--- src/design/keyframe_vec3_sampler_core_macros.svh ---
// ----------------------------------------------------------------------------
// keyframe_vec3_sampler_core assertion macros
// Shared concurrent assertion helpers, clocked on clk_i, gated by rst_ni.
// ----------------------------------------------------------------------------
`ifndef KEYFRAME_VEC3_SAMPLER_CORE_MACROS_SVH
`define KEYFRAME_VEC3_SAMPLER_CORE_MACROS_SVH

// same-cycle implication
`define KVS_ASSERT_IMP(label, ante, cons, msg) \
  label: assert property (@(posedge clk_i) disable iff (!rst_ni) (ante) |-> (cons)) \
    else $error(msg);

// next-cycle implication
`define KVS_ASSERT_NXT(label, ante, cons, msg) \
  label: assert property (@(posedge clk_i) disable iff (!rst_ni) (ante) |=> (cons)) \
    else $error(msg);

`endif

--- src/design/kvs_pkg.sv ---
// ----------------------------------------------------------------------------
// kvs_pkg
// Types and constants shared by the keyframe vec3 sampler.
// ----------------------------------------------------------------------------
package kvs_pkg;

  localparam int unsigned DEFAULT_MAX_KEYS = 64;
  localparam int unsigned KEY_COUNT_W      = 7;
  localparam int unsigned SLOT_W           = 6;
  localparam int unsigned DATA_W           = 32;
  localparam int unsigned FRAC_W           = 16;
  localparam int unsigned BLEND_W          = 17;

  localparam logic [KEY_COUNT_W-1:0] KEY_COUNT_RESET = 7'd1;
  localparam logic [BLEND_W-1:0]     BLEND_ONE       = 17'h10000;
  localparam logic [BLEND_W-1:0]     BLEND_ZERO      = 17'h00000;

  typedef enum logic [0:0] {
    OP_WRITE  = 1'b0,
    OP_SAMPLE = 1'b1
  } op_e;

  typedef enum logic [3:0] {
    ST_IDLE,
    ST_SCAN,
    ST_RD_A,
    ST_RD_B,
    ST_RD_C,
    ST_CALC,
    ST_DIV,
    ST_MUL,
    ST_ADD,
    ST_DONE
  } state_e;

  typedef struct packed {
    logic signed [DATA_W-1:0] x;
    logic signed [DATA_W-1:0] y;
    logic signed [DATA_W-1:0] z;
  } vec3_t;

  typedef struct packed {
    op_e                      op;
    logic [SLOT_W-1:0]        key_slot;
    logic [DATA_W-1:0]        key_time;
    logic signed [DATA_W-1:0] key_x;
    logic signed [DATA_W-1:0] key_y;
    logic signed [DATA_W-1:0] key_z;
    logic [DATA_W-1:0]        sample_time;
  } in_item_t;

  typedef struct packed {
    logic signed [DATA_W-1:0] out_x;
    logic signed [DATA_W-1:0] out_y;
    logic signed [DATA_W-1:0] out_z;
    logic [SLOT_W-1:0]        segment_start;
    logic [BLEND_W-1:0]       blend_factor;
  } out_item_t;

endpackage

--- src/design/kvs_frac_div.sv ---
// ----------------------------------------------------------------------------
// kvs_frac_div
// Restoring divider for the blend fraction: quo = (num << 16) / den,
// valid when num < den, one quotient bit per cycle.
// ----------------------------------------------------------------------------
module kvs_frac_div (
  input  logic                         clk_i,
  input  logic                         rst_ni,
  input  logic                         start_i,
  input  logic [kvs_pkg::DATA_W-1:0]   num_i,
  input  logic [kvs_pkg::DATA_W-1:0]   den_i,
  output logic                         done_o,
  output logic [kvs_pkg::FRAC_W-1:0]   quo_o
);
  import kvs_pkg::*;

  localparam int unsigned CNT_W = $clog2(FRAC_W);

  logic              busy_q, busy_d;
  logic              done_q, done_d;
  logic [CNT_W-1:0]  cnt_q, cnt_d;
  logic [DATA_W-1:0] rem_q, rem_d;
  logic [DATA_W-1:0] den_q, den_d;
  logic [FRAC_W-1:0] quo_q, quo_d;
  logic [DATA_W:0]   shifted;
  logic [DATA_W:0]   trial;

  always_comb begin
    // remainder stays below den, so the shifted value fits in 33 bits
    shifted = {rem_q, 1'b0};
    trial   = shifted - {1'b0, den_q};
    busy_d  = busy_q;
    done_d  = 1'b0;
    cnt_d   = cnt_q;
    rem_d   = rem_q;
    den_d   = den_q;
    quo_d   = quo_q;
    if (start_i) begin
      busy_d = 1'b1;
      cnt_d  = '0;
      rem_d  = num_i;
      den_d  = den_i;
    end else if (busy_q) begin
      if (!trial[DATA_W]) begin
        rem_d = trial[DATA_W-1:0];
        quo_d = {quo_q[FRAC_W-2:0], 1'b1};
      end else begin
        rem_d = shifted[DATA_W-1:0];
        quo_d = {quo_q[FRAC_W-2:0], 1'b0};
      end
      cnt_d = cnt_q + 1'b1;
      if (cnt_q == CNT_W'(FRAC_W - 1)) begin
        busy_d = 1'b0;
        done_d = 1'b1;
      end
    end
  end

  always_ff @(posedge clk_i or negedge rst_ni) begin
    if (!rst_ni) begin
      busy_q <= 1'b0;
      done_q <= 1'b0;
      cnt_q  <= '0;
    end else begin
      busy_q <= busy_d;
      done_q <= done_d;
      cnt_q  <= cnt_d;
    end
  end

  always_ff @(posedge clk_i) begin
    rem_q <= rem_d;
    den_q <= den_d;
    quo_q <= quo_d;
  end

  assign done_o = done_q;
  assign quo_o  = quo_q;

endmodule

--- config.mk ---
export PLATFORM = sky130hd
export DESIGN_NAME = kvs_frac_div
export DESIGN_NICKNAME = d
export VERILOG_FILES = /design/src/design/keyframe_vec3_sampler_core_macros.svh /design/src/design/kvs_pkg.sv /design/src/design/kvs_frac_div.sv
export SDC_FILE = /design/constraint.sdc
export NUM_CORES = 1
export LEC_CHECK = 0
export BUFFER_PORTS_ARGS = -buffer_cell sky130_fd_sc_hd__buf_2
export CAP_MARGIN = 20
export CORE_ASPECT_RATIO = 0.7
export CORE_MARGIN = 8
export CORE_UTILIZATION = 40
export DETAILED_ROUTE_END_ITERATION = 8
export SYNTH_ARGS = -nofsm -noshare
export SYNTH_HDL_FRONTEND = slang
export SYNTH_SLANG_ARGS = --single-unit
--- constraint.sdc ---
create_clock -name clk_i -period 6.27 [get_ports clk_i]
set_clock_uncertainty 0.05 [all_clocks]
set_input_delay 1.5675 -clock clk_i [delete_from_list [all_inputs] [get_ports clk_i]]
set_output_delay 1.5675 -clock clk_i [all_outputs]
set_load 0.02 [all_outputs]
== Word level (Yosys, flattened, before mapping) ==
Index checks and enable logic that the tools add are counted.

* $add $sub $neg: 2
* Eq/ne operators: 1
* Multiplexer cells: 12
* Bitwise gates (word level): 1
* Reduce and logical (&&, ||, !) cells: 2

{| class="wikitable"
|+ Operators with widths
! kind !! number
|-
| 32-bit two-way mux || 3
|-
| 33-bit by 32-bit subtractor with 33-bit output || 1
|-
| 4-bit two-way mux || 2
|-
| 1-bit two-way mux || 7
|-
| 4-bit by 1-bit adder with 4-bit output, second input constant || 1
|-
| 4-bit == test, second input constant || 1
|-
| 2-bit AND reduction || 1
|-
| 2-bit nonzero test || 1
|-
| 1-bit inverter || 1
|}

* Register bits after elaboration: 86
* Bits of input ports: 67
* Output and inout port bits: 17
* Logic and storage cells: 24

== Longest topological paths before layout ==
* Word-level depth: 4
* Mapped depth: 13
* Gate-level depth less buffers: 11

== Least setup slack after synthesis ==
OpenSTA, ideal clock, no wires.

* Kind: input to register
* Start: input start_i
* End: register quo_q[0], in the netlist quo_o[0] (enable)
* Library setup time: 390 ps
* Arrival: 2658 ps
* Required time: 5830 ps
* Setup slack: 3171 ps
* Stages on the path: 3
* Buffers on the path: 2
* Cells stage by stage: clkbuf_1 -> clkbuf_1 -> nor2b_1

* Cells in the longest elaborated chain, start to end: 2

{| class="wikitable"
|+ Ends and longest elaborated chain
! what !! RTL line !! source
|-
| start, declared || kvs_frac_div.sv:9 || <nowiki>input logic start_i,</nowiki>
|-
| 1-bit inverter (no line) || n/a ||
|-
| 2-bit AND reduction (no line) || n/a ||
|-
| end signal, assigned || kvs_frac_div.sv:74 || <nowiki>quo_q <= quo_d;</nowiki>
|-
| end, declared || kvs_frac_div.sv:24 || <nowiki>logic [FRAC_W-1:0] quo_q, quo_d;</nowiki>
|}

No other way between the ends.
A chain may end at the register's enable or synchronous reset.

== Worst setup path after layout ==
* Start: register rem_q[6]
* End: register rem_q[6] (data pin)

* Cells in the longest elaborated chain, start to end: 4

{| class="wikitable"
|+ Ends and longest elaborated chain
! what !! RTL line !! source
|-
| start, declared || kvs_frac_div.sv:22 || <nowiki>logic [DATA_W-1:0] rem_q, rem_d;</nowiki>
|-
| start signal, assigned || kvs_frac_div.sv:72 || <nowiki>rem_q <= rem_d;</nowiki>
|-
| 33-bit by 32-bit subtractor with 33-bit output || kvs_frac_div.sv:31 || <nowiki>trial = shifted - {1'b0, den_q};</nowiki>
|-
| 32-bit two-way mux || kvs_frac_div.sv:44 || <nowiki>if (!trial[DATA_W]) begin</nowiki>
|-
| 32-bit two-way mux || kvs_frac_div.sv:43 || <nowiki>end else if (busy_q) begin</nowiki>
|-
| 32-bit two-way mux || kvs_frac_div.sv:38 || <nowiki>if (start_i) begin</nowiki>
|-
| via rem_d[6] || kvs_frac_div.sv:22 ||
|}

The timed path passes the listed nets, and every way through them passes these cells. The select of a mux whose other input is x is not followed.

==> reports/metrics.yaml <==
run_status:
  status: "finished, final reports clean"
sta:
  finalHoldViolCount: 0
  period_share_pct: 56.9
  period_needed_ps: 3570
  grt_setup_unrepaired: "no"
  setup_tns_ps: 0
  tightestPinTransition_ps: 896
  finalSetupViolCount: 0
  slew_headroom_pct: 40.3
  drv_slew: 0
  fin_ws_ps: 2700
  clock.fmax_mhz: 280
layout:
  drive_gt1_share_pct: 18.5
  seq_area_um2: 2550
  nFillCells: 1289
  diodes: 0
  utilization_pct: 47.4
  fin_cells: 785
  multi_input_area_um2: 2620
  nNetsFinal: 695
  area_delta_synth_final_pct: 15.6
place:
  io_buffers: 83
  dp_cells: 769
  dp_hpwl_um: 9610
  gp_congestion: 0.855
  pre_cts_slack_ps: 2700
clocking:
  post_cts.repair.setup_buffers: 0
  cts.clk_slew.worst_paths_ps: 60
  cts_buffers: 9
  cts_sinks: 86
  root_buffer: "clkbuf_16"
  cts_buffer_depth: 2
  cts-resized-gates: 0
  cts_tree: "done"
  htree_levels: 3
  hold_buffers: 0
  clk_latency_ps: 340
power:
  p_per_area_nw_per_um2: 487
  swShare_pct: 41.4
  p_sw_uw: 1260
  total_power_uw: 3060
  p_int_uw: 1790
  pwr-share-seq_pct: 29.0
  pwr-share-clk_pct: 17.0
  p_leak_uw: 0.00271
  peakVddDrop_v: 0.000190
  combPwrFrac_pct: 53.9
hold_path:
  hold_end: "quo_o[12]"
  min_from: "quo_o[11]"
  hold_class: "flop to flop"
  min_path_cells: 0
drt:
  drt_pass1_iterations: 4
  first_iter_violations: 424
  via_per_inst: 5.33
  drcViolationCount: 0
  ant_nets: 0
  vias: 4185
  detail_route.wirelength_um: 13100
  drt-wirelength-per-cell_um: 16.7
setup_path:
  crit-reg2reg-launch: "rem_q[6]"
  rr_endpoint: "rem_q[6]"
  cp_data_required_time_ps: 6290
  worstSetupPathType: "flop to flop"
  critical_path_arrival_ps: 3590
  cp_max_fo: 27
  rrSetupSlack_ps: 2700
  end_kind: "flop"
  critPathLaunchType: "flop"
  reg2reg_depth: 10
synth:
  synth_most_common_cell: "edfxtp_1"
  synth_common_cells: "80 x edfxtp_1, 49 x nand2_1, 37 x inv_1"
  ys_ff_latch: 86
  synth_nets: 620
  syn-cell-area_um2: 5430
  synth_area_leaders: "edfxtp_1 44%, ha_1 7.4%, mux2i_1 4.8%"
  synth_top_area_share_pct: 44.3
  syn_avg_cell_area_um2: 10.4
  yosys_warnings: 0
  ys_seq_area_share_pct: 47.0
  synth_top_cell_by_area: "edfxtp_1"
  yosysUniqueCellTypes: 61
  syn_inst: 520
  ys.flop_type: "edfxtp_1"
  synth-edff-count: 80
  async_flop_share_pct: 6.98
floorplanning:
  dieArea_um2: 17600
  boundaryPins: 84
  dieWidth_um: 155
  start_util_pct: 41.0
  die_h_um: 113
  rows: 35
  core_um2: 13200
global_routing:
  grt_max_degree: 51
  grt_pass1_vias: 4175
  grt_usage_pct: 15.3
  antenna_found_initial: 0
  grt_pass1_wl_um: 21700
  grt-ovfl-total: 0
flow_run:
  max-cap-violations: 0
-- worst max path at each step --
stage / from / endpoint / slack [ps] / cells after the start
after CTS: rem_q[6] / rem_q[6] / 2670 / 10
after global routing: rem_q[25] / rem_q[4] / 2440 / 10
after floorplan: start_i / quo_o[0] / 3170 / 3
final: rem_q[6] / rem_q[6] / 2700 / 10
after detailed placement: start_i / rem_q[31] / 2700 / 4
after global placement: start_i / rem_q[23] / 2730 / 4
-- critical path: stages, from the launching register on --
cell and delay, ps:
edfxtp_1 400, ha_1 390, a21oi_1 290, o21bai_1 120
a21oi_1 340, a31oi_4 160, a221oi_1 450, nand3_4 300
inv_4 430, mux2i_1 270, a21oi_1 90
-- metal layers --
layer  up-vias  wire length (µm)  GRT usage (%)
met5         -                 0              0
met3        10               662           3.74
met4         0               103           3.22
met2       110              5590           22.3
li1       2078                 -              -
met1      1987              6720           22.3
-- kinds of logic after synthesis --
group / after synthesis / synth area share (%)
AOI/OAI and AO/OA: 149 / 18.8
and+or+nand+nor: 141 / 12.9
DFF: 86 / 47.0
buffers and inverters: 60 / 4.70
adders and majority gates: 33 / 7.75
muxes: 26 / 4.79
xor gates and xnor gates: 25 / 4.03
-- layout by cell type, fill, tap and decap left out, types with 3 or more instances in the layout --
cell type / synthesis / routed
a2111o_1: 3 / 3
and2_1: 7 / 7
nand2_1: 49 / 49
a211oi_1: 4 / 4
o21ai_1: 11 / 11
buf_2: 4 / 82
nor2b_1: 5 / 5
a21oi_1: 32 / 32
o211ai_1: 6 / 6
ha_1: 32 / 32
o31ai_1: 3 / 3
a21o_1: 22 / 22
nor3_1: 8 / 8
or2_2: 3 / 3
dfrtp_1: 6 / 6
or3_1: 4 / 4
inv_1: 37 / 37
clkbuf_16: 0 / 10
nor3b_1: 3 / 3
a211o_1: 3 / 3
o2111ai_1: 3 / 3
a2bb2oi_1: 3 / 3
nor2_1: 31 / 31
nand3_1: 11 / 11
mux2i_1: 26 / 26
o21ai_0: 24 / 24
o21bai_1: 3 / 3
and3_1: 3 / 3
xnor2_1: 16 / 16
xor2_1: 9 / 9
edfxtp_1: 80 / 80
buf_4: 0 / 3
nand4_1: 6 / 6
a31oi_1: 8 / 8
o211a_1: 3 / 3
o21a_1: 6 / 6
-- per-stage QoR --
stage	hold WS [ps]	cell area, µm²
floorplan	455	5430
global placement	373	5990
detailed placement	376	5990
CTS	393	6270
global route	403	6270
finish	390	6270
-- power by group through the flow --
| stage | Clock [µW] | Sequential, µW | Combinational (µW) |
|---|---|---|---|
| floorplan | 0 | 886 | 1330 |
| global placement | 0 | 893 | 1590 |
| detailed placement | 0 | 899 | 1630 |
| CTS | 535 | 889 | 1650 |
| global route | 554 | 907 | 1830 |
| finish | 521 | 888 | 1650 |
-- sequential cells by signal (all words and copies together), names as in the netlist --
| register | flops |
|---|---|
| done_o | 1 |
| busy_q | 1 |
| rem_q | 32 |
| quo_o | 16 |
| den_q | 32 |
| cnt_q | 4 |
-- final cells by class --
cell class / instances / share of cell area (%)
Clock buffer: 12 / 4.11
Clock inverter: 4 / 0.479
Inverter: 39 / 2.37
Multi-Input combinational cell: 374 / 41.8
Sequential cell: 86 / 40.7
Tap cell: 185 / 3.69
Timing Repair Buffer: 85 / 6.90
(Power assumes the default switching activity.)
